File: src/hw/rtl/simulation_time_scaler_macros.svh
// Assertion macros shared by the time scaler RTL.
// Needs nothing; included by files that check their own logic.
`ifndef SIMULATION_TIME_SCALER_MACROS_SVH
`define SIMULATION_TIME_SCALER_MACROS_SVH

// Same-cycle implication, disabled while reset is asserted.
`define STS_ASSERT_IMPL(label, clk, rstn, ante, cons) \
    label: assert property (@(posedge clk) disable iff (!(rstn)) (ante) |-> (cons)) \
        else $error("time scaler check failed");

// Next-cycle implication, disabled while reset is asserted.
`define STS_ASSERT_NEXT(label, clk, rstn, ante, cons) \
    label: assert property (@(posedge clk) disable iff (!(rstn)) (ante) |=> (cons)) \
        else $error("time scaler check failed");

`endif

File: src/hw/rtl/sts_pkg.sv
// Types, codes and the shared divide step of the time scaler.
// Depends on nothing; imported by every module of the block.
package sts_pkg;

    localparam int WIDTH = 64;

    localparam logic [1:0] CMD_SCHEDULE = 2'd0;
    localparam logic [1:0] CMD_TIME     = 2'd1;
    localparam logic [1:0] CMD_TIME32   = 2'd2;

    localparam logic [1:0] ERR_NONE     = 2'd0;
    localparam logic [1:0] ERR_INVALID  = 2'd1;
    localparam logic [1:0] ERR_NEGATIVE = 2'd2;
    localparam logic [1:0] ERR_OVERFLOW = 2'd3;

    localparam logic [1:0] REG_UNIT       = 2'd0;
    localparam logic [1:0] REG_PRECISION  = 2'd1;
    localparam logic [1:0] REG_RESOLUTION = 2'd2;

    typedef enum logic [1:0] {
        CTX_IDLE,
        CTX_LOAD,
        CTX_RUN
    } ctx_state_t;

    // Status of the time context as seen by the datapath.
    typedef struct packed {
        logic             ready;
        logic             valid;
        logic [WIDTH-1:0] tpu;
    } ctx_info_t;

    // One item in flight through the cell chain.
    typedef struct packed {
        logic             vld;
        logic [1:0]       cmd;
        logic [1:0]       err;
        logic             ovf;
        logic [WIDTH-1:0] a;    // remainder or product accumulator
        logic [WIDTH-1:0] b;    // dividend/quotient or remaining delay bits
        logic [WIDTH-1:0] tick;
    } sts_word_t;

    typedef struct packed {
        logic [WIDTH-1:0] a;
        logic [WIDTH-1:0] b;
    } div_pair_t;

    // One restoring division step: shift the next dividend bit into the
    // remainder, subtract the divisor when it fits, shift the quotient bit in.
    function automatic div_pair_t div_step(input logic [WIDTH-1:0] a,
                                           input logic [WIDTH-1:0] b,
                                           input logic [WIDTH-1:0] d);
        logic [WIDTH:0] sh;
        logic [WIDTH:0] diff;
        logic           ge;
        div_pair_t      r;
        sh   = {a, b[WIDTH-1]};
        diff = sh - {1'b0, d};
        ge   = (sh >= {1'b0, d});
        r.a  = ge ? diff[WIDTH-1:0] : sh[WIDTH-1:0];
        r.b  = {b[WIDTH-2:0], ge};
        return r;
    endfunction

endpackage

File: src/hw/rtl/sts_cell.sv
// One cell of the arithmetic chain: a multiply or a divide step per item.
// Depends on sts_pkg for the word type and the divide step.
module sts_cell import sts_pkg::*; (
    input  logic             aclk,
    input  logic             aresetn,
    input  logic             adv,
    input  logic [WIDTH-1:0] tpu,
    input  sts_word_t        in_word,
    output sts_word_t        out_word
);

    sts_word_t        word_reg, word_next;
    logic [WIDTH+1:0] sum;
    div_pair_t        stp;

    // Schedule items run a Horner multiply from the top delay bit down;
    // any carry out means the final product cannot fit.
    always_comb begin
        word_next = in_word;
        sum = {1'b0, in_word.a, 1'b0} +
              (in_word.b[WIDTH-1] ? {2'b00, tpu} : '0);
        stp = div_step(in_word.a, in_word.b, tpu);
        if (in_word.cmd == CMD_SCHEDULE) begin
            word_next.a   = sum[WIDTH-1:0];
            word_next.b   = {in_word.b[WIDTH-2:0], 1'b0};
            word_next.ovf = in_word.ovf | (sum[WIDTH+1:WIDTH] != 2'b00);
        end else begin
            word_next.a = stp.a;
            word_next.b = stp.b;
        end
    end

    always_ff @(posedge aclk) begin
        if (!aresetn) begin
            word_reg.vld <= 1'b0;
        end else if (adv) begin
            word_reg <= word_next;
        end
    end

    assign out_word = word_reg;

endmodule

File: config.mk
export PLATFORM = sky130hd
export DESIGN_NAME = sts_cell
export DESIGN_NICKNAME = d
export VERILOG_FILES = /design/src/hw/rtl/simulation_time_scaler_macros.svh /design/src/hw/rtl/sts_pkg.sv /design/src/hw/rtl/sts_cell.sv
export SDC_FILE = /design/constraint.sdc
export NUM_CORES = 1
export LEC_CHECK = 0
export ABC_CLOCK_PERIOD_IN_PS = 4800
export BUFFER_PORTS_ARGS = -buffer_cell sky130_fd_sc_hd__buf_4
export CAP_MARGIN = 20
export CORE_UTILIZATION = 30
export DETAILED_ROUTE_END_ITERATION = 6
export GPL_ROUTABILITY_DRIVEN = 0
export MAX_ROUTING_LAYER = met4
export SYNTH_ARGS = -nofsm -noshare
export SYNTH_HDL_FRONTEND = slang
export SYNTH_SLANG_ARGS = --single-unit
export TNS_END_PERCENT = 5
File: constraint.sdc
create_clock -name aclk -period 4.8 [get_ports aclk]
set_input_delay 0.24 -clock aclk [delete_from_list [all_inputs] [get_ports aclk]]
set_output_delay 0.24 -clock aclk [all_outputs]
set_load 0.01 [all_outputs]
# ---- Word-level counts from Yosys, hierarchy flattened
# Index checks and enable logic that the tools add are counted.
dict set report word_totals {
  mem_bits_rw 0
  reg_bits 198
  mem_bits_ro 0
  elab_cells 19
  output_inout_bits 198
  memories 0
  inputBits 265
  latch_bits 0
}
dict set report classes {
  n_reduce_logical 3
  n_eq_ne 0
  n_mux 4
  shifts 0
  bitwise_logic 1
  n_lt_le_gt_ge 1
  div 0
  n_addsub 2
  multipliers 0
}
# cell count
set ops {}
lappend ops {{128-bit two-way mux} 1}
lappend ops {{64-bit two-way mux} 2}
lappend ops {{65-bit by 64-bit adder with 66-bit output} 1}
lappend ops {{65-bit by 64-bit >= comparator with 1-bit output} 1}
lappend ops {{64-bit subtractor} 1}
lappend ops {{2-bit logical NOT} 1}
lappend ops {{2-bit AND reduction} 1}
lappend ops {{2-bit nonzero test} 1}
lappend ops {{1-bit two-way mux} 1}
lappend ops {{1-bit OR} 1}

# ---- Longest topological paths before layout
dict set report logic_depth {
  word_depth 5
  mapped_depth 16
  depth_no_buf 15
}

# ---- Worst setup path after synthesis
# Ideal clock, no wire load.
dict set report synth_path {
  path_kind {input -> register}
  startpoint {input adv}
  endpoint {register word_reg, in the netlist out_word[0], enable pin}
  setup_slack_ns -0.491
  t_arrival_ns 4.711
  required_time_ns 4.219
  setup_time_ns 0.581
  path_stages 1
  n_path_buf 0
  cell_sequence {and2_1}
}
dict set report synth_via {
  elab_chain_len 1
}
# element line
set synth_lines {}
lappend synth_lines {{start, declared} sts_cell.sv:6} ;# input logic adv,
lappend synth_lines {{2-bit AND reduction (no source line)} n/a}
lappend synth_lines {{end signal, assigned} sts_cell.sv:37} ;# word_reg <= word_next;
lappend synth_lines {{end, declared} sts_cell.sv:12} ;# sts_word_t word_reg, word_next;
# No other way between the ends.
# A chain may end at the register's enable or synchronous reset.

==> flow_summary.toml <==
[logic_synthesis]
synthSimpleGateAreaFrac = 0.159
synth_top_family_by_area = "compound AO/OA/AOI/OAI gates"
synth_compound_area_frac = 0.234
ys.flop_type = "edfxtp_1"
synth-edff-count = 197
seq_area_frac_synth = 0.382
synth-warning-count = 0
synth_mux_area_frac = 0.00387
async_flop_share = 0
netlist_area_um2 = 15500
synth_nets = 2138
synth_xor_area_frac = 0.0615
ys_seq_elements = 198
synth-adder-area-share = 0.106
postSynthCellCount = 1743
ys_types = 87
synth.avg_cell_area_um2 = 8.91

[die]
dieWidth_um = 230
die_area_um2 = 52700
start_util = 0.303
ios = 463
coreArea_um2 = 51200
fp-row-count = 83
die_height_um = 230

[timing]
period_share = 0.898
slew_violations = 0
relSlewSlack = 0.266
tns_ns = 0
period_needed_ns = 4.31
worst_pin_slew_ns = 1.07
fmax_ghz = 0.232
skew_ns = 0
setup_viol = 0
hold_viol = 0
rsz0062_at_grt = "false"

[worst_hold_path]
hold_start = "in_word[192]"
holdPathEnd = "out_word[192]$_DFFE_PP_"
hold_path_class = "in -> reg"
worstHoldPathCells = 3

[layout]
largest_reg_flops = 198
nets = 2686
areaGrowthSynthToFinish_pct = 39.0
final_common_cell = "buf_4"
instances_no_fill = 2985
most-common-layout-cells = "buf_4 (475), nor2_1 (205), a21oi_1 (203), edfxtp_1 (197), nand2_1 (150)"
drive_gt1_frac = 0.234
design_area_um2 = 21600

[routing]
drt-initial-drc-count = 1679
dr.pass1.iters = 6
via_per_inst = 5.44
drt_wl_total_um = 66000
post_drt_wl_per_cell_um = 22.1
route.detailed.drc = 0
ant_nets = 0
num_vias = 16250

[place]
placed_area_um2 = 19600
numPortBuffers = 462
dp_cells = 2819
hpwl_um = 51900

[cts]
clock_sinks = 198
htree_levels = 4
cts_tree = "yes"
root_buffer = "clkbuf_16"
cts_setup_buffers = 0
numCtsBuffers = 17
cts_max_path_buffers = 2
post_cts_resized = 0
clk_pin_slew_ns = 0.09
insertion_delay_ns = 0.49

[critical_path]
r2r-end = "out_word[197]$_SDFFE_PN0P_"
r2r_cells = 3
r2r_setup_slack_ns = 3.61
worstSetupStartpointType = "input pin"
end_kind = "register"
cp_max_fo = 22
timing.rr.start = "out_word[197]$_SDFFE_PN0P_"
arrival_ns = 4.53
critical_path_class = "in -> reg"
critPathRequiredTime_ns = 5.02

[flow_run]
cap_violations = 0

[outcome]
status = "complete, no violations"

[global_routing]
grt.overflow.total = 0
grt_max_degree = 126
grt_antenna_before_repair = 1
track_usage = 0.251
grt_pass1_vias = 15662
grt_pass1_wl_um = 96500

[power]
ir_worst_vdd_mv = 0.284
p_per_area_nw_per_um2 = 266
p_leak_nw = 9.24
==> through the flow <==
stage                     setup WS [ns]  power (mW)  utilization  hold slack (ns)
after CTS                         0.730        5.76        0.422           0.0532
final                             0.491        5.75        0.422           0.0978
after global placement            0.257        4.13        0.384            0.419
after detailed placement          0.196        4.13        0.384            0.419
after global routing              0.324        6.00        0.422           0.0800
after floorplan                    1.44        3.33            -            0.339
==> worst max-delay path: stages <==
cell,delay (ns)
buf_4,0.13
inv_2,0.33
buf_4,0.35
nor2_1,0.09
ha_1,0.36
a21oi_1,0.23
o21ai_0,0.17
a21oi_1,0.21
o31ai_1,0.12
a2111oi_0,0.96
o2111ai_1,0.45
nand2_1,0.23
mux2i_1,0.09
a311oi_1,0.34
o221ai_1,0.20
==> cell families (layout without fill, tap and decap cells) <==
| family | after synthesis | in the layout |
|---|---|---|
| and+or+nand+nor | 538 | 538 |
| DFF | 198 | 198 |
| adders and majority gates | 130 | 130 |
| other | 0 | 1 |
| buffers and inverters | 195 | 756 |
| AOI/OAI and AO/OA | 567 | 567 |
| muxes | 6 | 6 |
| xor gates and xnor gates | 109 | 109 |
==> area by class of cell <==
type	count	area, um2
diodes	1	2.50
inverters	112	420
clock inverters	15	183
flip-flops and latches	198	5940
well taps	680	851
repair buffers	612	4980
clock buffers	17	425
fillers	4983	29600
multi-input cells	1350	8790
==> where the power goes <==
part / total, mW / switching (mW) / internal (mW)
Clock: 1.51 / 0.810 / 0.703
Sequential: 2.13 / 0.0487 / 2.08
Combinational: 2.11 / 1.21 / 0.896
==> synthesized netlist by cell type, types with 6 or more instances <==
master     count  area share
buf_4         14      0.0068
edfxtp_1     197        0.38
nand4_1       49       0.020
xnor2_1       57       0.032
nand2_1      150       0.036
a21o_1        46       0.022
nand3_1       23      0.0074
a211oi_1      36       0.017
o21ai_0       95       0.031
or3_1          9      0.0036
a221o_1        6      0.0039
a22oi_1       18      0.0087
a31oi_1       25       0.010
and2_1        10      0.0040
inv_1        111       0.027
nor2_1       206       0.050
o21bai_1      32       0.015
nor3_1        27      0.0087
o21a_1        20      0.0097
xor2_1        52       0.029
o31ai_1       11      0.0053
clkbuf_1      50       0.012
buf_2         12      0.0039
nor4_1        10      0.0040
a2111oi_0      6      0.0034
nor2b_1       11      0.0044
mux2i_1        6      0.0039
ha_1         128        0.10
a21oi_1      203       0.065
o211ai_1      11      0.0053
and3_1        12      0.0048
==> worst max-delay path by stage <==
stage / startpoint / endpoint / slack [ns] / cells after the start
floorplan: in_word[127] / out_word[184]$_DFFE_PP_ / 1.44 / 15
finish: in_word[127] / out_word[190]$_DFFE_PP_ / 0.49 / 15
global placement: in_word[127] / out_word[187]$_DFFE_PP_ / 0.26 / 17
CTS: in_word[127] / out_word[187]$_DFFE_PP_ / 0.73 / 17
global route: in_word[127] / out_word[187]$_DFFE_PP_ / 0.32 / 17
detailed placement: in_word[127] / out_word[187]$_DFFE_PP_ / 0.20 / 17
==> metal layers <==
| layer | up-vias | track usage | routed length [um] |
|---|---|---|---|
| met5 | - | - | 0 |
| met3 | 124 | 0.0437 | 4240 |
| met2 | 768 | 0.409 | 31500 |
| met1 | 7830 | 0.299 | 27300 |
| li1 | 7528 | - | - |
| met4 | 0 | 0.117 | 3000 |
==> repair_timing <==
item                       in CTS  in global routing
hold buffers                  133                  0
hold endpoints to repair      132                  0
setup endpoints to repair       0                  0
Power figures use the tool's default switching activity.
