### src/hw/rtl/simulation_time_scaler_macros.svh
// Assertion macros shared by the time scaler RTL.
// Needs nothing; included by files that check their own logic.
`ifndef SIMULATION_TIME_SCALER_MACROS_SVH
`define SIMULATION_TIME_SCALER_MACROS_SVH

// Same-cycle implication, disabled while reset is asserted.
`define STS_ASSERT_IMPL(label, clk, rstn, ante, cons) \
    label: assert property (@(posedge clk) disable iff (!(rstn)) (ante) |-> (cons)) \
        else $error("time scaler check failed");

// Next-cycle implication, disabled while reset is asserted.
`define STS_ASSERT_NEXT(label, clk, rstn, ante, cons) \
    label: assert property (@(posedge clk) disable iff (!(rstn)) (ante) |=> (cons)) \
        else $error("time scaler check failed");

`endif

### src/hw/rtl/sts_pkg.sv
// Types, codes and the shared divide step of the time scaler.
// Depends on nothing; imported by every module of the block.
package sts_pkg;

    localparam int WIDTH = 64;

    localparam logic [1:0] CMD_SCHEDULE = 2'd0;
    localparam logic [1:0] CMD_TIME     = 2'd1;
    localparam logic [1:0] CMD_TIME32   = 2'd2;

    localparam logic [1:0] ERR_NONE     = 2'd0;
    localparam logic [1:0] ERR_INVALID  = 2'd1;
    localparam logic [1:0] ERR_NEGATIVE = 2'd2;
    localparam logic [1:0] ERR_OVERFLOW = 2'd3;

    localparam logic [1:0] REG_UNIT       = 2'd0;
    localparam logic [1:0] REG_PRECISION  = 2'd1;
    localparam logic [1:0] REG_RESOLUTION = 2'd2;

    typedef enum logic [1:0] {
        CTX_IDLE,
        CTX_LOAD,
        CTX_RUN
    } ctx_state_t;

    // Status of the time context as seen by the datapath.
    typedef struct packed {
        logic             ready;
        logic             valid;
        logic [WIDTH-1:0] tpu;
    } ctx_info_t;

    // One item in flight through the cell chain.
    typedef struct packed {
        logic             vld;
        logic [1:0]       cmd;
        logic [1:0]       err;
        logic             ovf;
        logic [WIDTH-1:0] a;    // remainder or product accumulator
        logic [WIDTH-1:0] b;    // dividend/quotient or remaining delay bits
        logic [WIDTH-1:0] tick;
    } sts_word_t;

    typedef struct packed {
        logic [WIDTH-1:0] a;
        logic [WIDTH-1:0] b;
    } div_pair_t;

    // One restoring division step: shift the next dividend bit into the
    // remainder, subtract the divisor when it fits, shift the quotient bit in.
    function automatic div_pair_t div_step(input logic [WIDTH-1:0] a,
                                           input logic [WIDTH-1:0] b,
                                           input logic [WIDTH-1:0] d);
        logic [WIDTH:0] sh;
        logic [WIDTH:0] diff;
        logic           ge;
        div_pair_t      r;
        sh   = {a, b[WIDTH-1]};
        diff = sh - {1'b0, d};
        ge   = (sh >= {1'b0, d});
        r.a  = ge ? diff[WIDTH-1:0] : sh[WIDTH-1:0];
        r.b  = {b[WIDTH-2:0], ge};
        return r;
    endfunction

endpackage

### src/hw/rtl/sts_out.sv
// Final add and rounding of the chain result, with an output register
// and a skid entry. Depends on sts_pkg and the assertion macro header.
`include "simulation_time_scaler_macros.svh"
module sts_out import sts_pkg::*; (
    input  logic             aclk,
    input  logic             aresetn,
    input  sts_word_t        in_word,
    input  logic [WIDTH-1:0] tpu,
    output logic             adv,
    output logic             m_tvalid,
    input  logic             m_tready,
    output logic [WIDTH-1:0] m_tdata,
    output logic [1:0]       m_tuser
);

    logic             out_vld_reg, skid_vld_reg;
    logic [WIDTH-1:0] out_val_reg, skid_val_reg;
    logic [1:0]       out_err_reg, skid_err_reg;
    logic [WIDTH-1:0] res_val, half, units;
    logic [1:0]       res_err;
    logic             in_vld, take;

    assign adv    = !skid_vld_reg;
    assign in_vld = in_word.vld && adv;
    assign take   = out_vld_reg && m_tready;
    assign half   = (tpu >> 1) + {{(WIDTH-1){1'b0}}, tpu[0]};
    assign units  = in_word.b + {{(WIDTH-1){1'b0}}, (in_word.a >= half)};

    always_comb begin
        res_val = '0;
        res_err = in_word.err;
        if (in_word.err == ERR_NONE) begin
            if (in_word.cmd == CMD_SCHEDULE) begin
                if (in_word.ovf || (in_word.a > ~in_word.tick)) begin
                    res_err = ERR_OVERFLOW;
                end else begin
                    res_val = in_word.tick + in_word.a;
                end
            end else if (in_word.cmd == CMD_TIME32) begin
                res_val = {32'd0, units[31:0]};
            end else begin
                res_val = units;
            end
        end
    end

    always_ff @(posedge aclk) begin
        if (!aresetn) begin
            out_vld_reg  <= 1'b0;
            skid_vld_reg <= 1'b0;
        end else if (take && skid_vld_reg) begin
            skid_vld_reg <= 1'b0;
        end else if (take || !out_vld_reg) begin
            out_vld_reg <= in_vld;
        end else if (in_vld) begin
            skid_vld_reg <= 1'b1;
        end
    end

    always_ff @(posedge aclk) begin
        if (take && skid_vld_reg) begin
            out_val_reg <= skid_val_reg;
            out_err_reg <= skid_err_reg;
        end else if (take || !out_vld_reg) begin
            out_val_reg <= res_val;
            out_err_reg <= res_err;
        end else if (in_vld) begin
            skid_val_reg <= res_val;
            skid_err_reg <= res_err;
        end
    end

    assign m_tvalid = out_vld_reg;
    assign m_tdata  = out_val_reg;
    assign m_tuser  = out_err_reg;

    `STS_ASSERT_IMPL(a_skid_behind_out, aclk, aresetn, skid_vld_reg, out_vld_reg)
    `STS_ASSERT_IMPL(a_error_zero, aclk, aresetn, out_vld_reg && (out_err_reg != ERR_NONE), out_val_reg == '0)

endmodule

### config.mk
export PLATFORM = sky130hd
export DESIGN_NAME = sts_out
export DESIGN_NICKNAME = d
export VERILOG_FILES = /design/src/hw/rtl/sts_pkg.sv /design/src/hw/rtl/sts_out.sv
export VERILOG_INCLUDE_DIRS = /design/src /design/src/hw/rtl
export SDC_FILE = /design/constraint.sdc
export NUM_CORES = 1
export LEC_CHECK = 0
export BUFFER_PORTS_ARGS = -buffer_cell sky130_fd_sc_hd__buf_2
export CAP_MARGIN = 30
export CORE_UTILIZATION = 46
export CTS_BUF_LIST = sky130_fd_sc_hd__clkbuf_8
export DETAILED_ROUTE_END_ITERATION = 8
export GPL_TIMING_DRIVEN = 0
export HOLD_SLACK_MARGIN = 0.08
export PLACE_DENSITY = 0.72
export SLEW_MARGIN = 20
export SYNTH_ARGS = -nofsm -noshare
export SYNTH_HDL_FRONTEND = slang
export SYNTH_SLANG_ARGS = --single-unit
### constraint.sdc
create_clock -name aclk -period 12.14 [get_ports aclk]
set_input_delay 0.607 -clock aclk [delete_from_list [all_inputs] [get_ports aclk]]
set_output_delay 0.607 -clock aclk [all_outputs]
set_load 0.01 [all_outputs]
Yosys cells after proc, flatten, opt, wreduce, memory -nomap -nowiden
Cells that the tools add are included.

Equality and inequality tests: 1. Add/sub/neg operators: 3. Mux-type cells: 11. Magnitude comparators: 2. Bitwise gates (word level): 4. Reduce and logical (&&, ||, !) cells: 14.

Operators by type and width (count): 64-bit two-way mux (6); 63-bit by 1-bit adder with 64-bit output (1); 64-bit by 1-bit adder with 64-bit output (1); 64-bit adder (1); 64-bit >= comparator (1); 64-bit > comparator (1); 64-bit inverter (1); 2-bit two-way mux (5); 2-bit zero test (2); 2-bit AND reduction (2); 1-bit logical AND (3); 1-bit inverter (3); 3-bit AND reduction (1); 2-bit == test (second input constant) (1); 1-bit zero test (2); 1-bit logical OR (2); 2-bit nonzero test (1); 2-bit OR reduction (1).

Bits of input ports: 265. Output and inout port bits: 68. Register bits: 134. Word-level logic and storage cells: 41.

Depth between registers and ports, before layout
Depth after elaboration: 8. Depth in mapped cells: 34. Depth with buffers taken out: 33.

Worst setup path after synthesis
Ideal clock, no wire load.

Path type: input port to flip-flop. Start point: input tpu[3]. End point: register out_val_reg[54], in the netlist m_tdata[54], data pin. Required time: 12.009 ns. Data arrival time: 6.619 ns. Cell stages on the path: 33. Setup time: 0.131 ns. Path slack: 5.390 ns. Cell sequence: and3_1 -> and2_1 -> and3_1 -> and3_1 -> clkbuf_1 -> nand4_1 -> or4_1 -> nor4_1 -> nand2_1 -> xor2_1 -> ha_1 -> a21o_1 -> a21o_1 -> a21o_1 -> a21o_1 -> a21o_1 -> a21o_1 -> a21oi_1 -> o31ai_1 -> a21oi_1 -> o21ai_0 -> ha_1 -> ha_1 -> nand4_1 -> or4_4 -> nor3_4 -> nand2b_4 -> or3_4 -> or4_1 -> nand3_1 -> nand2_1 -> o31ai_4 -> mux2_1.

Cells in the longest elaborated chain, start to end: 8.

RTL lines: from (decl) (RTL line sts_out.sv:8) `input logic [WIDTH-1:0] tpu,`; 63-bit by 1-bit adder with 64-bit output (RTL line sts_out.sv:26) `assign half = (tpu >> 1) + {{(WIDTH-1){1'b0}}, tpu[0]};`; 64-bit >= comparator (RTL line sts_out.sv:27) `assign units = in_word.b + {{(WIDTH-1){1'b0}}, (in_word.a >= half)};`; 64-bit by 1-bit adder with 64-bit output (RTL line sts_out.sv:27); 64-bit two-way mux (RTL line sts_out.sv:39) `end else if (in_word.cmd == CMD_TIME32) begin`; 64-bit two-way mux (RTL line sts_out.sv:33) `if (in_word.cmd == CMD_SCHEDULE) begin`; 64-bit two-way mux (RTL line sts_out.sv:32) `if (in_word.err == ERR_NONE) begin`; via res_val[54] (RTL line sts_out.sv:19) `logic [WIDTH-1:0] res_val, half, units;`; 64-bit two-way mux (RTL line sts_out.sv:64) `end else if (take || !out_vld_reg) begin`; 64-bit two-way mux (RTL line sts_out.sv:61) `if (take && skid_vld_reg) begin`; to (signal assigned) (RTL line sts_out.sv:62) `out_val_reg <= skid_val_reg;`; to (signal assigned) (RTL line sts_out.sv:65) `out_val_reg <= res_val;`; to (decl) (RTL line sts_out.sv:17) `logic [WIDTH-1:0] out_val_reg, skid_val_reg;`.

The timed path passes the listed nets, and every way through them passes these cells. The select of a mux whose other input is x is not followed. A chain may end at the register's enable or synchronous reset.

Worst setup path after layout
Start point: input tpu[3]. End point: register out_val_reg[60], in the netlist m_tdata[60], data pin.

Cells in the longest elaborated chain, start to end: 8.

RTL lines (RTL line): 63-bit by 1-bit adder with 64-bit output (sts_out.sv:26); 64-bit >= comparator (sts_out.sv:27); 64-bit by 1-bit adder with 64-bit output (sts_out.sv:27); 64-bit two-way mux (sts_out.sv:39); 64-bit two-way mux (sts_out.sv:33); 64-bit two-way mux (sts_out.sv:32); 64-bit two-way mux (sts_out.sv:64); 64-bit two-way mux (sts_out.sv:61).

No other way between the ends. The select of a mux whose other input is x is not followed.

==> impl_results.md <==
- Placed inst area: 15800 um^2
- Root Buffer: clkbuf_8
- EDFF count, synth: 132
- Global-route wire length before repair: 70500 um
- Worst-path maximum fanout: 6
- Initial DRC count: 1357
- Die W: 174 um
- CTS buffer count: 17
- Clock skew: 0.0143 ns
- Largest net degree at the start of global routing: 36
- Die height: 174 um
- Worst slew pin tran: 0.858 ns
- Wirelength, routed: 45800 um
- Main synth FF type: edfxtp_1
- Most frequent cells in the layout: buf_2, nand2_1, a21oi_1
- FP Rows: 62
- WP data arrival: 8.71 ns
- Crit path launch type: primary input
- Flop2flop setup slack: 9.89 ns
- Critical-path top delay cell: nor4_1
- Ports: 333
- Share of cells above drive strength 1: 0.210
- Layout Area Growth over Synthesis: 19.3%
- Post-synth top area cell: edfxtp_1
- Sequential fraction of the synthesis area: 0.295
- Worst setup path category: primary input to flop
- NetSw: 0.489 mW
- Crit path required time: 12.42 ns
- CTS tree: built
- Area contributors post-synth: edfxtp_1, ha_1, xor2_1
- Post-Layout Cell Count: 2359
- Switching part of the total: 0.351
- Crit path capture type: flop
- DPL Wire Length: 38700 um
- Setup Viol. Count Final: 0
- CTS max path bufs: 2
- Slew Limit Fails: 0
- Hold WS: 0.411 ns
- Total gr overflow: 0
- Yosys warnings: 0
- Vias per cell: 5.90
- Most common cell after layout, fill and taps aside: buf_2
- Worst path most repeated cell: nand3_1
- Fmax: 119 MHz
- Hold Crit Class: primary input to flop
- Die ar.: 30200 um^2
- Seq cells post-synth: 134
- Setup bufs post-CTS: 0
- Comb pwr share: 0.349
- Antenna Nets Post-Route: 0
- Cells after synthesis: 1606
- Yosys top cell area share: 0.292
- Fin crit share: 0.695
- Post-synth ARST share: 0
- Final hold vios: 0
- Total power: 1.39 mW
- Vias: 13900
- IO buf count: 332
- P_leak: 7.13 nW
- Setup tns final: 0 ns
- Int Power: 0.905 mW
- Post-synth cell types: 67
- CTS sink cnt: 134
- Post_cts resized: 0
- Reg power frac: 0.387
- Core Region: 28900 um^2
- DR DRC count: 0
- Final #Nets: 2360
- Number of global-route vias before repair: 13100
- CTS Hold Buffers Added: 0
- Worst vdd ir: 0.0737 mV
- Pwr dens: 86.0 nW/um^2
- RD Place Congestion: 0.957
- Initial antenna violation count: 1
- H-tree levels: 4
- Outcome: finished, final reports clean
- Worst-Skew Late Latency: 0.45 ns
- Overall routing resource usage: 0.297
- Synthesized area: 13600 um^2
- Slowest Stage Delay on Critical Path: 0.67 ns
- Max-Cap Viols: 0
- Placed Instances: 2325
- Wire length per cell: 19.4 um
- Clock period minus worst slack: 8.43 ns
- Starting Density: 0.471
- Drt pass-1 iters: 6
- Syn Nets: 2005
- CTS clk-pin slew, worst paths: 0.08 ns
- Design Area, Final: 16200 um^2
- Synth Area per Inst: 8.46 um^2
- Slew margin rel.: 0.423
- Clock power frac: 0.264
- RSZ-0062 raised after global routing: no
-- cell type report --
class / count / area, um^2
clock buffer: 17 / 234
fill: 2756 / 12600
timing repair buffer: 336 / 1740
antenna: 1 / 2.50
clock inverter: 15 / 153
tap: 384 / 480
buffer: 61 / 231
inverter: 46 / 173
sequential: 134 / 4000
multi-input combinational: 1365 / 9190
-- stage by stage --
stage	util	setup slack [ns]
global placement	0.545	3.38
CTS	0.561	3.80
global route	0.562	3.30
floorplan	-	5.39
finish	0.562	3.71
detailed placement	0.548	3.34
-- per-layer routing --
| layer | track usage | part of all wire | vias up |
|---|---|---|---|
| met5 | 0 | 0 | - |
| met4 | 0.0866 | 0.022 | 0 |
| met3 | 0.0393 | 0.080 | 70 |
| met2 | 0.488 | 0.46 | 687 |
| met1 | 0.406 | 0.44 | 6424 |
| li1 | - | - | 6736 |
-- power groups by stage --
stage	clock [mW]	combinational, mW	sequential (mW)
global placement	0	0.466	0.552
finish	0.368	0.486	0.539
global route	0.387	0.532	0.542
floorplan	0	0.278	0.562
CTS	0.370	0.477	0.540
detailed placement	0	0.474	0.550
-- cells by family (layout without fill, tap and decap cells) --
logic type / Yosys count / after routing / share of synthesized area
muxes: 26 / 26 / 0.0214
DFF: 134 / 134 / 0.295
buffers and inverters: 107 / 475 / 0.0297
adders and majority gates: 134 / 134 / 0.124
xor gates and xnor gates: 169 / 169 / 0.109
and+or+nand+nor: 591 / 591 / 0.211
AOI/OAI and AO/OA: 445 / 445 / 0.211
other: 0 / 1 / 0
-- path summary, 6_finish.rpt --
check	start	end	cells past startpoint
max	tpu[3]	m_tdata[60]$_DFFE_PN_	29
min	aresetn	skid_vld_reg$_SDFFE_PP0P_	2
max reg2reg	m_tvalid$_SDFFE_PN0P_	m_tdata[42]$_DFFE_PN_	5
min reg2reg	skid_val_reg[1]$_DFFE_PP_	m_tdata[1]$_DFFE_PN_	2
-- worst max-delay path: cells and delay by family --
family | cells | cell delay (ns)
xor+xnor | 2 | 0.37
compound gates | 3 | 1.13
simple gates | 19 | 5.42
buf+inv | 2 | 0.37
fa+ha+maj | 3 | 0.82
-- synth_stat cells, types with 7 or more instances --
library cell	number
a211oi_1	13
a21boi_0	7
a21o_1	64
a21oi_1	137
a22oi_1	15
a31oi_1	17
and2_1	11
and3_1	39
and4_1	7
clkbuf_1	55
edfxtp_1	132
ha_1	133
inv_1	46
mux2_2	23
nand2_1	185
nand3_1	77
nand4_1	59
nor2_1	126
nor2b_1	7
nor3_1	23
nor4_1	14
o21ai_0	79
o21bai_1	15
o22ai_1	12
o31ai_1	31
or2_2	9
or3_1	13
xnor2_1	83
xor2_1	86
(Power assumes the default switching activity.)
