`config.mk`:
```
export PLATFORM = sky130hd
export DESIGN_NAME = sts_ctx
export DESIGN_NICKNAME = d
export VERILOG_FILES = /design/src/hw/rtl/simulation_time_scaler_macros.svh /design/src/hw/rtl/sts_pkg.sv /design/src/hw/rtl/sts_ctx.sv
export SDC_FILE = /design/constraint.sdc
export NUM_CORES = 1
export LEC_CHECK = 0
export ABC_AREA = 1
export BUFFER_PORTS_ARGS = -buffer_cell sky130_fd_sc_hd__buf_2
export CAP_MARGIN = 20
export CELL_PAD_IN_SITES_DETAIL_PLACEMENT = 0
export CELL_PAD_IN_SITES_GLOBAL_PLACEMENT = 1
export CORE_UTILIZATION = 45
export DETAILED_ROUTE_END_ITERATION = 8
export PLACE_DENSITY = 0.85
export SYNTH_ARGS = -nofsm -noshare
export SYNTH_HDL_FRONTEND = slang
export SYNTH_SLANG_ARGS = --single-unit
```
`constraint.sdc`:
```
create_clock -name aclk -period 7.19 [get_ports aclk]
set_input_delay 0.3595 -clock aclk [delete_from_list [all_inputs] [get_ports aclk]]
set_output_delay 0.3595 -clock aclk [all_outputs]
set_load 0.1 [all_outputs]
```
`src/hw/rtl/simulation_time_scaler_macros.svh`:
```
// Assertion macros shared by the time scaler RTL.
// Needs nothing; included by files that check their own logic.
`ifndef SIMULATION_TIME_SCALER_MACROS_SVH
`define SIMULATION_TIME_SCALER_MACROS_SVH

// Same-cycle implication, disabled while reset is asserted.
`define STS_ASSERT_IMPL(label, clk, rstn, ante, cons) \
    label: assert property (@(posedge clk) disable iff (!(rstn)) (ante) |-> (cons)) \
        else $error("time scaler check failed");

// Next-cycle implication, disabled while reset is asserted.
`define STS_ASSERT_NEXT(label, clk, rstn, ante, cons) \
    label: assert property (@(posedge clk) disable iff (!(rstn)) (ante) |=> (cons)) \
        else $error("time scaler check failed");

`endif

```
`src/hw/rtl/sts_pkg.sv`:
```
// Types, codes and the shared divide step of the time scaler.
// Depends on nothing; imported by every module of the block.
package sts_pkg;

    localparam int WIDTH = 64;

    localparam logic [1:0] CMD_SCHEDULE = 2'd0;
    localparam logic [1:0] CMD_TIME     = 2'd1;
    localparam logic [1:0] CMD_TIME32   = 2'd2;

    localparam logic [1:0] ERR_NONE     = 2'd0;
    localparam logic [1:0] ERR_INVALID  = 2'd1;
    localparam logic [1:0] ERR_NEGATIVE = 2'd2;
    localparam logic [1:0] ERR_OVERFLOW = 2'd3;

    localparam logic [1:0] REG_UNIT       = 2'd0;
    localparam logic [1:0] REG_PRECISION  = 2'd1;
    localparam logic [1:0] REG_RESOLUTION = 2'd2;

    typedef enum logic [1:0] {
        CTX_IDLE,
        CTX_LOAD,
        CTX_RUN
    } ctx_state_t;

    // Status of the time context as seen by the datapath.
    typedef struct packed {
        logic             ready;
        logic             valid;
        logic [WIDTH-1:0] tpu;
    } ctx_info_t;

    // One item in flight through the cell chain.
    typedef struct packed {
        logic             vld;
        logic [1:0]       cmd;
        logic [1:0]       err;
        logic             ovf;
        logic [WIDTH-1:0] a;    // remainder or product accumulator
        logic [WIDTH-1:0] b;    // dividend/quotient or remaining delay bits
        logic [WIDTH-1:0] tick;
    } sts_word_t;

    typedef struct packed {
        logic [WIDTH-1:0] a;
        logic [WIDTH-1:0] b;
    } div_pair_t;

    // One restoring division step: shift the next dividend bit into the
    // remainder, subtract the divisor when it fits, shift the quotient bit in.
    function automatic div_pair_t div_step(input logic [WIDTH-1:0] a,
                                           input logic [WIDTH-1:0] b,
                                           input logic [WIDTH-1:0] d);
        logic [WIDTH:0] sh;
        logic [WIDTH:0] diff;
        logic           ge;
        div_pair_t      r;
        sh   = {a, b[WIDTH-1]};
        diff = sh - {1'b0, d};
        ge   = (sh >= {1'b0, d});
        r.a  = ge ? diff[WIDTH-1:0] : sh[WIDTH-1:0];
        r.b  = {b[WIDTH-2:0], ge};
        return r;
    endfunction

endpackage

```
`src/hw/rtl/sts_ctx.sv`:
```
// Time context registers and their check, one divide step per cycle.
// Depends on sts_pkg for the divide step, state type and status struct.
module sts_ctx import sts_pkg::*; (
    input  logic                aclk,
    input  logic                aresetn,
    input  logic                wr_en,
    input  logic [1:0]          wr_index,
    input  logic [WIDTH-1:0]    wr_data,
    output ctx_info_t           info
);

    localparam logic [1:0] PH_UNIT_MOD = 2'd0;
    localparam logic [1:0] PH_PREC_MOD = 2'd1;
    localparam logic [1:0] PH_TPU      = 2'd2;
    localparam logic [5:0] LAST_STEP   = 6'(WIDTH - 1);

    ctx_state_t        state_reg, state_next;
    logic [WIDTH-1:0]  unit_reg, prec_reg, res_reg;
    logic [WIDTH-1:0]  rem_reg, quo_reg, tpu_reg;
    logic [1:0]        phase_reg;
    logic [5:0]        step_reg;
    logic              unit_ok_reg, prec_ok_reg;
    logic [WIDTH-1:0]  divisor;
    div_pair_t         stp;

    assign divisor = (phase_reg == PH_UNIT_MOD) ? prec_reg : res_reg;
    assign stp     = div_step(rem_reg, quo_reg, divisor);

    always_comb begin
        state_next = state_reg;
        case (state_reg)
            CTX_IDLE: state_next = CTX_IDLE;
            CTX_LOAD: state_next = CTX_RUN;
            CTX_RUN: begin
                if (step_reg == LAST_STEP && phase_reg == PH_TPU) begin
                    state_next = CTX_IDLE;
                end
            end
            default: state_next = CTX_LOAD;
        endcase
        if (wr_en) begin
            state_next = CTX_LOAD;
        end
    end

    always_comb begin
        info.ready = (state_reg == CTX_IDLE);
        info.valid = (unit_reg != '0) && (prec_reg != '0) && (res_reg != '0) &&
                     unit_ok_reg && prec_ok_reg;
        info.tpu   = tpu_reg;
    end

    always_ff @(posedge aclk) begin
        if (!aresetn) begin
            state_reg <= CTX_LOAD;
            unit_reg  <= 64'd1000000;
            prec_reg  <= 64'd1000;
            res_reg   <= 64'd1000;
        end else begin
            state_reg <= state_next;
            if (wr_en) begin
                case (wr_index)
                    REG_UNIT:       unit_reg <= wr_data;
                    REG_PRECISION:  prec_reg <= wr_data;
                    REG_RESOLUTION: res_reg  <= wr_data;
                    default: ;
                endcase
            end
        end
    end

    always_ff @(posedge aclk) begin
        if (state_reg == CTX_LOAD) begin
            phase_reg <= PH_UNIT_MOD;
            step_reg  <= '0;
            rem_reg   <= '0;
            quo_reg   <= unit_reg;
        end else if (state_reg == CTX_RUN) begin
            step_reg <= step_reg + 6'd1;
            if (step_reg == LAST_STEP) begin
                rem_reg <= '0;
                case (phase_reg)
                    PH_UNIT_MOD: begin
                        unit_ok_reg <= (stp.a == '0);
                        quo_reg     <= prec_reg;
                        phase_reg   <= PH_PREC_MOD;
                    end
                    PH_PREC_MOD: begin
                        prec_ok_reg <= (stp.a == '0);
                        quo_reg     <= unit_reg;
                        phase_reg   <= PH_TPU;
                    end
                    default: begin
                        tpu_reg <= stp.b;
                    end
                endcase
            end else begin
                rem_reg <= stp.a;
                quo_reg <= stp.b;
            end
        end
    end

endmodule

```
After elaboration in Yosys (flattened, before gate mapping)
Cells that the tools add are included.
{"block": "word_totals", "regBits": 396, "latchBits": 0, "ram_bits": 0, "romBits": 0, "in_bits": 69, "out_inout_bits": 66, "elab_cells": 60, "memories": 0}
{"block": "classes", "n_addsub": 2, "mul": 0, "n_div": 0, "order_cmp": 1, "n_eq_ne": 9, "shifts": 0, "muxes": 10, "bitwise": 3, "reduce_logical": 24}
{"op": "$mux W64", "n": 6}
{"op": "$reduce_bool A64 Y1", "n": 3}
{"op": "$pmux W64 S2", "n": 1}
{"op": "$ge A65 B64 Y1", "n": 1}
{"op": "$logic_not A64 Y1", "n": 1}
{"op": "$sub A64 B64 Y64", "n": 1}
{"op": "$reduce_and A4 Y1", "n": 3}
{"op": "$reduce_and A2 Y1", "n": 4}
{"op": "$add A6 B1 Y6 const B", "n": 1}
{"op": "$eq A2 B1 Y1 const B", "n": 3}
{"op": "$eq A2 B2 Y1 const B", "n": 3}
{"op": "$eq A6 B6 Y1 const B", "n": 1}
{"op": "$logic_not A2 Y1", "n": 3}
{"op": "$pmux W2 S3", "n": 1}
{"op": "$logic_and A1 B1 Y1", "n": 5}
{"op": "$ne A4 B3 Y1 const B", "n": 1}
{"op": "$pmux W2 S2", "n": 1}
{"op": "$reduce_bool A2 Y1", "n": 2}
{"op": "$reduce_or A2 Y1", "n": 2}
{"op": "$not A1 Y1", "n": 3}
{"op": "$reduce_and A3 Y1", "n": 1}
{"op": "$mux W2", "n": 1}
{"op": "$ne A2 B2 Y1 const B", "n": 1}

Longest topological paths before layout
Gate-level depths: netlist (run 1).
{"block": "depth", "depth_word": 6, "mapped_depth": 28}

Worst setup path after synthesis (run 1)
Ideal clock, no wire load.
{"block": "synth_path", "path_type": "register -> register", "start": "register step_reg[0]", "end": "register tpu_reg[0], enable pin", "setup_time_ps": 565, "arrival_ps": 5631, "path_slack_ps": 994, "path_stages_with_launch": 9, "path_buffers": 1, "cell_sequence": "dfxtp_1 > ha_1 > nand3_1 > nor2_1 > clkinv_1 > clkbuf_1 > nor2_1 > inv_1 > nor3_1"}
{"block": "synth_between", "elab_chain_len": 2}
{"item": "start, declared", "line_no": "sts_ctx.sv:21", "text": "logic [5:0] step_reg;"}
{"item": "start signal, assigned", "line_no": "sts_ctx.sv:79", "text": "step_reg <= step_reg + 6'd1;"}
{"item": "$eq A6 B6 Y1", "line_no": "sts_ctx.sv:80", "text": "if (step_reg == LAST_STEP) begin"}
{"item": "$reduce_and A4 Y1 (no source line)"}
{"item": "end signal, assigned", "line_no": "sts_ctx.sv:94", "text": "tpu_reg <= stp.b;"}
{"item": "end, declared", "line_no": "sts_ctx.sv:19", "text": "logic [WIDTH-1:0] rem_reg, quo_reg, tpu_reg;"}
No other way between the ends.
A chain may end at the register's enable or synchronous reset.

Worst setup path after layout (run 1)
{"block": "layout_path", "start": "register phase_reg[1]", "end": "register prec_ok_reg, data pin"}
{"block": "layout_between", "elab_chain_len": 5, "word_cells_on_any_way": 6}
{"item": "start, declared", "line_no": "sts_ctx.sv:20", "text": "logic [1:0] phase_reg;"}
{"item": "start signal, assigned", "line_no": "sts_ctx.sv:74", "text": "phase_reg <= PH_UNIT_MOD;"}
{"item": "start signal, assigned", "line_no": "sts_ctx.sv:86", "text": "phase_reg <= PH_PREC_MOD;"}
{"item": "start signal, assigned", "line_no": "sts_ctx.sv:91", "text": "phase_reg <= PH_TPU;"}
{"item": "$logic_not A2 Y1 (*)", "line_no": "sts_ctx.sv:26", "text": "assign divisor = (phase_reg == PH_UNIT_MOD) ? prec_reg : res_reg;"}
{"item": "$mux W64 (*)", "line_no": "sts_ctx.sv:26"}
{"item": "$sub A64 B64 Y64 or $ge A65 B64 Y1 (tied branches)", "line_no": "sts_pkg.sv:59, sts_pkg.sv:60"}
{"item": "$mux W64 (*)", "line_no": "sts_pkg.sv:61", "text": "r.a = ge ? diff[WIDTH-1:0] : sh[WIDTH-1:0];"}
{"item": "$logic_not A64 Y1 (*)", "line_no": "sts_ctx.sv:89", "text": "prec_ok_reg <= (stp.a == '0);"}
{"item": "end signal, assigned", "line_no": "sts_ctx.sv:89"}
{"item": "end, declared", "line_no": "sts_ctx.sv:22", "text": "logic unit_ok_reg, prec_ok_reg;"}
Every way passes the cells marked *; elsewhere a longest branch is shown, timed or not.

==> run metrics, run 1 <==
Area Growth Syn to Fin=11.28%; FP Rows=82; Max Cap Viol=0; Die W=approximately 230 um; fmax=176.7 MHz; Yosys reg bits=396; number of top-level pins=135; Max Slew Vio Count=0; H-tree levels=2; WS Path Type=flop to flop; DP Wirelength=61.74 mm; Nets=3,590; crit path capture type=flop; Slew headroom=0.3324; Peak supply drop=roughly 0.18 mV; routability cong.=about 1.0; mapped cell area=0.02274 mm^2; clock buffer depth=3; Setup TNS=0 ps; async set or reset register ratio after synthesis=0; DRC errors left=0; Final Non-Filler Cells=around 4,200; share of cells above drive strength 1=0.07344; initial DRC count=about 1,900; Placed Cells=4,078; Yosys cell types=47; TritonCTS clock tree=done; total length of routed wires=82.07 mm; Die Ht=226.8 um; DR pass1 iterations=8; Cell Chain, Critical Path=nor2_4 > buf_12 > o21ai_0 > ha_1 > nand2_1 > inv_1 > nand2_1 > nand2_1 > inv_1 > nand2_1 > nand2_1 > nand2_1 > inv_1 > nand2_2 > nand2_4 > nand2_8 > or2_2 > nand2_1 > nand2_1 > nor2_1 > nand2_1 > nor2_1 > nand2_1 > nor2_1; CP bufs+invs=4; setup violators final=0; first-pass GRT wire length=123.4 mm; DR vias=22,228; Die ar.=between 0.05 and 0.06 mm^2; hold crit path type=primary input to flop; yosys warns=0; final core occ=0.5063; final hold vios=0; post-CTS setup buffer count=0; cell family with most CP delay=simple AND/OR/NAND/NOR gates; vias in the first global route=~21,000; Top cell by count, worst path=nand2_1; Clock Sink Count=396; Skew-Pair Late Insertion Delay=590 ps; Final ANT Viol Nets=0; gr usage total=0.3192; Slowest cell on crit path=nor2_4; antenna violations before repair=4; post-synthesis average cell area=around 6.7 um^2; skew final=around 26 ps; crit path max fanout=90; CP peak stage delay=660 ps; largest net degree at the start of global routing=approximately 110; status=finished, final reports clean; Tcrit/Tclk final=0.7872; clk root buf=clkbuf_16; Avg Vias per Cell=5.341; EDFF count, synth=130; Post-Syn Nets=3,529; CP required=7620 ps; Pleak=12.17 nW; Post-Synthesis Cells=3,390; Reg clk slew, reported paths=approximately 60 ps; post_cts resized=0; grt ovf=0; core area=0.04997 mm^2; Most used DFF post-synth=dfxtp_1; Power Density=217.6 mW/mm^2; hold-fix buffers at CTS=0; CP Launch Type=flop; worst path arrival time=6090 ps; Port Buffers=134; initial core utilization=0.4550; sequential fraction of the synthesis area=0.4059; CTS Buf Count=43; RSZ-0062 raised after global routing=no; min cycle time layout=5660 ps; Slew @ Worst Pin=1001 ps; drt wl/cell=19.72 um; Fillers=between 5,000 and 6,000
==> cell usage in the layout, fill, tap and decap left out, types with 4 or more instances in the layout <==
cell / n
nor3_1: 14
buf_4: 17
clkinv_1: 7
inv_1: 482
o21ai_1: 8
nor2_4: 4
nor2_1: 317
xor2_1: 31
a21oi_1: 213
o211ai_1: 12
nand3b_1: 9
o21ai_0: 369
nor4_1: 47
nor2_2: 6
ha_1: 68
clkbuf_1: 12
dfxtp_1: 266
and2_1: 8
nand2_1: 1057
clkbuf_16: 43
nand3_1: 106
nand4_1: 40
bufinv_16: 4
a22o_1: 15
or2_2: 5
nand2_2: 4
buf_2: 133
diode_2: 4
inv_2: 13
edfxtp_1: 130
clkinv_2: 4
a2bb2oi_1: 4
==> layer usage <==
| metal | track usage | up-vias | wire (um) |
|---|---|---|---|
| met3 | 0.04587 | 142 | 4938 |
| met2 | 0.5191 | 695 | 37480 |
| li1 | - | 10974 | - |
| met1 | 0.4179 | 10413 | 35660 |
| met4 | 0.1447 | 4 | 3971 |
| met5 | 0 | - | 23 |
==> per-stage QoR <==
step                setup WS (ps)  cell area (um^2)  hold WS [ps]  power (mW)
floorplan                   994.4             22740         426.8       3.022
global placement             1757             23890         435.1       3.293
detailed placement           1676             23890         436.3       3.302
CTS                          1647             25290         2.605       5.532
global route                 1221             25290         12.77       5.715
finish                       1530             25300         26.96       5.504
==> worst reg2reg max path, delay by kind of cell, from the launching register on <==
kind / cells / cell delay [ps]
simple gates: 18 / 3670
buf+inv: 4 / 640
fa+ha+maj: 1 / 440
compound gates: 1 / 390
flops: 1 / 370
==> cells in the mapped netlist, drive strengths merged, types with 2 or more instances <==
| master | number | area share |
|---|---|---|
| and3 | 2 | 0.00055 |
| ha | 69 | 0.038 |
| nor2 | 327 | 0.055 |
| or2 | 5 | 0.0014 |
| nand4 | 40 | 0.011 |
| nand3 | 109 | 0.024 |
| o21ai | 377 | 0.083 |
| nor3 | 16 | 0.0040 |
| o211ai | 12 | 0.0040 |
| nand2 | 1063 | 0.18 |
| inv | 495 | 0.082 |
| a22o | 15 | 0.0058 |
| nor4 | 47 | 0.013 |
| a31oi | 3 | 0.00083 |
| edfxtp | 130 | 0.17 |
| and2 | 10 | 0.0028 |
| dfxtp | 266 | 0.23 |
| nand3b | 9 | 0.0030 |
| xor2 | 31 | 0.012 |
| a21oi | 216 | 0.048 |
| a2bb2oi | 4 | 0.0015 |
| clkbuf | 114 | 0.019 |
| buf | 21 | 0.0053 |
==> power breakdown <==
part           switching (mW)  internal [mW]  leakage, nW
Sequential             0.0847           2.47         3.45
Combinational           0.522          0.196         8.05
Clock                   0.961           1.27        0.672
Total                    1.57           3.94         12.2
==> path summary, 6_finish.rpt <==
check               start          end  slack [ps]  cells after the start
min reg2reg   quo_reg[16]  tpu_reg[17]         450                      0
min            wr_data[3]   res_reg[3]          30                      3
max reg2reg  phase_reg[1]  prec_ok_reg        1530                     24
max          phase_reg[1]  prec_ok_reg        1530                     24
==> cell type report <==
type,count,area (um^2),area share
well taps,672,840.8,0.03323
diodes,4,10.01,0.0003956
clock inverters,24,264.0,0.01044
clock buffers,56,1135,0.04486
multi-input cells,2363,11140,0.4405
flip-flops and latches,396,9229,0.3648
repair buffers,151,813.3,0.03215
inverters,496,1864,0.07369
==> cell families (layout without fill, tap and decap cells) <==
kind of cell / after synthesis / in the layout / synth area share
AND/OR/NAND/NOR: 1629 / 1629 / 0.2922
AO/OA/AOI/OAI: 633 / 633 / 0.1450
buffers and inverters: 631 / 727 / 0.1061
flip-flops: 396 / 396 / 0.4059
adder cells (fa/ha/maj): 70 / 70 / 0.03885
XOR/XNOR: 31 / 31 / 0.01194
other: 0 / 4 / 0
(Power assumes the default switching activity.)
==> run 2: changes to the inputs <==
==> constraint.sdc (replaced) <==
create_clock -name aclk -period 5.5 [get_ports aclk]
set_input_delay 0.275 -clock aclk [delete_from_list [all_inputs] [get_ports aclk]]
set_output_delay 0.275 -clock aclk [all_outputs]
set_load 0.1 [all_outputs]
==> run metrics, run 2 (synthesis results as in run 1) <==
grt ovf=0; post-CTS setup buffer count=0; Top cell by count, worst path=nand2_1; cell family with most CP delay=simple AND/OR/NAND/NOR gates; clock buffer depth=3; TritonCTS clock tree=done; RSZ-0062 raised after global routing=no; CP bufs+invs=4; Final ANT Viol Nets=0; clk root buf=clkbuf_16; setup violators final=0; status=finished, final reports clean; Placed Cells=4,092; Nets=roughly 3,700; CP Launch Type=flop; Power Density=around 270 mW/mm^2; initial core utilization=0.4550; DR vias=about 23,000; WS Path Type=flop to flop; first-pass GRT wire length=121.0 mm; Die ar.=0.05143 mm^2; Slew @ Worst Pin=941.9 ps; Slew headroom=0.3721; Avg Vias per Cell=5.344; number of top-level pins=135; DRC errors left=0; total length of routed wires=80.10 mm; crit path max fanout=41; Area Growth Syn to Fin=13.75%; post_cts resized=0; FP Rows=82; commonest non-fill, non-tap cell in the layout=nand2_1; Die Ht=about 230 um; largest net degree at the start of global routing=101; hold crit path type=primary input to flop; gr usage total=0.3082; Final Non-Filler Cells=~4,200; Slowest cell on crit path=nor2_4; Die W=226.8 um; Peak supply drop=roughly 0.26 mV; worst path arrival time=5330 ps; Final Cell Area=0.02586 mm^2; Tcrit/Tclk final=0.8950; most frequent cells in the layout=nand2_1 (1,057), inv_1 (483), o21ai_0 (369); Max Cap Viol=0; final core occ=0.5176; Skew-Pair Late Insertion Delay=570 ps; skew final=23.00 ps; drt wl/cell=18.98 um; antenna violations before repair=2; min cycle time layout=4923 ps; Port Buffers=134; Clock Sink Count=396; share of cells above drive strength 1=0.07694; Setup TNS=0 ps; routability cong.=approximately 1; crit path capture type=flop; CTS Buf Count=42; DR pass1 iterations=6; H-tree levels=2; vias in the first global route=roughly 21,000; Area after DPL=0.02401 mm^2; initial DRC count=approximately 2,000; CP peak stage delay=480 ps; Reg clk slew, reported paths=60 ps; Pleak=approximately 12 nW; final hold vios=0; fmax=203.1 MHz; DP Wirelength=60.65 mm; post-place setup slack=724.6 ps; setup ws final=577.3 ps; Max Slew Vio Count=0; CP required=5910 ps; core area=0.04997 mm^2
## run 2: changes by cell type in the layout (fill, tap and decap cells not counted), moves of 2 or more
cell,change
dlygate4sd3_1,+50
clkinv_8,+2
buf_4,+13
clkinv_2,+6
clkinv_1,-3
diode_2,-3
bufinv_16,-3
inv_16,-2
clkbuf_1,-3
clkbuf_8,+5
clkinvlp_4,-2
## run 2: layer usage
metal / part of all wire / vias to the layer above / track usage
li1: - / 11086 / -
met1: 0.44 / 10561 / 0.4111
met2: 0.46 / 760 / 0.5005
met3: 0.053 / 149 / 0.03408
met4: 0.047 / 0 / 0.1384
met5: 0 / - / 0
## run 2: where the power goes
| part | internal, mW | switching [mW] |
|---|---|---|
| Clock | 1.57 | 1.21 |
| Sequential | 3.22 | 0.110 |
| Combinational | 0.281 | 0.680 |
## run 2: stage by stage
step | hold slack [ps] | power [mW]
2_1_floorplan | 401.3 | 3.951
3_3_place_gp | 433.1 | 4.295
3_5_place_dp | 437.2 | 4.307
4_1_cts | 2.007 | 7.110
5_1_grt | 3.041 | 7.347
6_report | 12.34 | 7.082
## run 2: worst reg2reg max path, stage by stage, from the launching register on
cell and delay (ps):
dfxtp_1 370, nor2_4 480, buf_4 330, nand2_1 110, o21ai_0 340, ha_1 430, nand2_1 170, inv_1 50
nand2_1 90, nand2_1 110, nand2_1 80, nand2_1 70, nand2_1 70, nand2_1 60, nand2_1 70, nand3_2 130
inv_4 240, nand2_8 190, buf_12 260, or2_2 340, nand2_1 70, nand2_1 40, nor2_1 120, nand2_1 70
nor2_1 220, nand2_1 130, nor2_1 140
## run 2: area by class of cell
| type | instances | area (um^2) |
|---|---|---|
| Clock buffer | 58 | 1192 |
| Multi-Input combinational cell | 2363 | 11150 |
| Tap cell | 672 | 840.8 |
| Clock inverter | 20 | 152.6 |
| Sequential cell | 396 | 9229 |
| Fill cell | 5056 | 24100 |
| Timing Repair Buffer | 215 | 1431 |
| Antenna cell | 1 | 2.502 |
| Inverter | 496 | 1864 |
## run 2: path summary, 6_finish.rpt
kind                                    from     endpoint  slack [ps]  depth (start not counted)
worst max-delay path            phase_reg[1]  prec_ok_reg         580                         26
worst min-delay path             wr_data[11]  res_reg[11]          10                          3
worst max register to register  phase_reg[1]  prec_ok_reg         580                         26
worst min register to register   quo_reg[52]  tpu_reg[53]         450                          0
## run 2: repair_timing
action,in CTS,in global routing
endpoints found under the setup margin,0,0
endpoints found under the hold margin,64,0
hold buffers,50,0
==> run 3: changes to the inputs <==
--- a/config.mk
+++ b/config.mk
@@ -12,6 +12,7 @@
 export CELL_PAD_IN_SITES_GLOBAL_PLACEMENT = 1
 export CORE_UTILIZATION = 45
 export DETAILED_ROUTE_END_ITERATION = 8
+export GPL_TIMING_DRIVEN = 0
 export PLACE_DENSITY = 0.85
 export SYNTH_ARGS = -nofsm -noshare
 export SYNTH_HDL_FRONTEND = slang
==> run metrics, run 3 (synthesis results as in run 1) <==
Die Ht=226.8 um; largest net degree at the start of global routing=60; Avg Vias per Cell=5.400; Reg clk slew, reported paths=60 ps; Peak supply drop=0.2688 mV; Hold Path End=res_reg[10]; clock buffer depth=3; vias in the first global route=roughly 21,000; Die W=226.8 um; number of top-level pins=between 100 and 150; Nets=3,770; setup ws final=-122.1 ps; hold path startpoint=wr_data[10]; cells on worst reg2reg path=23; Area Growth Syn to Fin=16.10%; Slew headroom=0.2724; final core occ=0.5283; H-tree levels=2; clk root buf=clkbuf_16; Power Density=280.3 mW/mm^2; share of cells above drive strength 1=0.06899; internal reg-to-reg setup slack=-120 ps; ANT cells=0; initial core utilization=0.4550; Skew-Pair Late Insertion Delay=580 ps; Tcrit/Tclk final=1.022; CTS Buf Count=44; setup violators final=2; DR vias=~23,000; Max Slew Vio Count=0; first-pass GRT wire length=~130 mm; Port Buffers=~130; final hold vios=0; TritonCTS clock tree=done; fmax=177.9 MHz; DR pass1 iterations=5; initial DRC count=2,214; crit path from=phase_reg[1]; Max Cap Viol=0; antenna violations before repair=1; Die ar.=a little over 0.05 mm^2; hold path cells=3; post-CTS setup buffer count=0; gr usage total=0.3448; Pleak=12.63 nW; CP required=5920 ps; core area=around 0.050 mm^2; total length of routed wires=between 80 and 90 mm; min cycle time layout=5622 ps; status=finished with violations; crit path capture type=flop; routability cong.=about 1; skew final=17.34 ps; Critical R2R Launch=phase_reg[1]; RSZ-0062 raised after global routing=no; DP Wirelength=71.56 mm; Final ANT Viol Nets=0; failing checks=negative setup slack; drt wl/cell=around 21 um; DRC errors left=0; hold crit path type=primary input to flop; worst path arrival time=6040 ps; crit path max fanout=10; reg-to-reg endpoint=prec_ok_reg; Slew @ Worst Pin=1087 ps; commonest non-fill, non-tap cell in the layout=nand2_1; Setup TNS=-244.2 ps; WS Path Type=flop to flop; FP Rows=82; most frequent cells in the layout=nand2_1 (1,057), inv_1 (486), o21ai_0 (365); grt ovf=0; CP Launch Type=flop; Clock Sink Count=396
run 3: cell count changes in the layout (fill, tap and decap cells not counted), moves of 5 or more:
cell           before  now
buf_1               0    7
buf_2             133  140
buf_4              30    3
clkbuf_1            9  119
clkbuf_2            0    8
clkbuf_8            6    1
dlygate4sd3_1      50   58
inv_2              12    7
run 3: layer usage:
layer / part of all wire / global-route usage / vias to the layer above
met2: 0.43 / 0.5220 / 1004
met1: 0.45 / 0.4962 / 10969
met4: 0.035 / 0.1194 / 0
met5: 0 / 0 / -
li1: - / - / 11342
met3: 0.082 / 0.05080 / 115
run 3: worst max path at each step:
stage | to | slack [ps] | depth (start not counted)
finish | prec_ok_reg | -120 | 23
global placement | tpu_reg[0] | -390 | 8
floorplan | tpu_reg[0] | 1280 | 8
global route | unit_ok_reg | 2 | 22
detailed placement | prec_ok_reg | -420 | 23
CTS | prec_ok_reg | 3 | 24
run 3: stage by stage:
stage	std cells	area, um^2	setup slack [ps]	total power, mW	hold WS, ps
CTS	4339	26390	3.156	7.389	3.039
detailed placement	4199	24340	-418.1	4.353	436.2
finish	4339	26400	-122.1	7.399	7.710
floorplan	3390	22740	1278	3.951	401.3
global placement	4195	24250	-394.2	4.338	432.2
global route	4339	26400	2.044	7.638	2.256
run 3: cell type report:
type	instances	area (um^2)
buffer	135	559.3
clock buffer	58	1185
clock inverter	24	279.0
fill	5079	23570
inverter	496	1867
multi-input combinational	2363	11110
sequential	396	9229
tap	672	840.8
timing repair buffer	195	1331
run 3: timing repair:
item,in CTS,in global routing
hold buffers,58,0
pin swaps,0,0
gates resized for setup,2,17
endpoints found under the setup margin,2,2
endpoints found under the hold margin,79,0
run 3: critical path: stages (launching register included):
cell and delay [ps]:
dfxtp_1 410, nor2_1 90, clkbuf_2 300, clkbuf_2 300
o21ai_0 810, ha_1 430, nand2_1 140, nor2_1 80
inv_1 160, nor2_4 90, nand2_1 210, nor2_1 120
nand2_1 90, nand3_2 150, inv_4 260, buf_2 420
nand3b_1 320, nand2_1 150, nand3_1 80, nor2_1 190
nand2_1 110, nor2_1 280, nand2_1 110, nor2_1 140
run 3: report_power, final:
part           switching [mW]  internal (mW)
combinational           0.735          0.295
clock                    1.27           1.77
sequential              0.105           3.22
total                    2.11           5.29
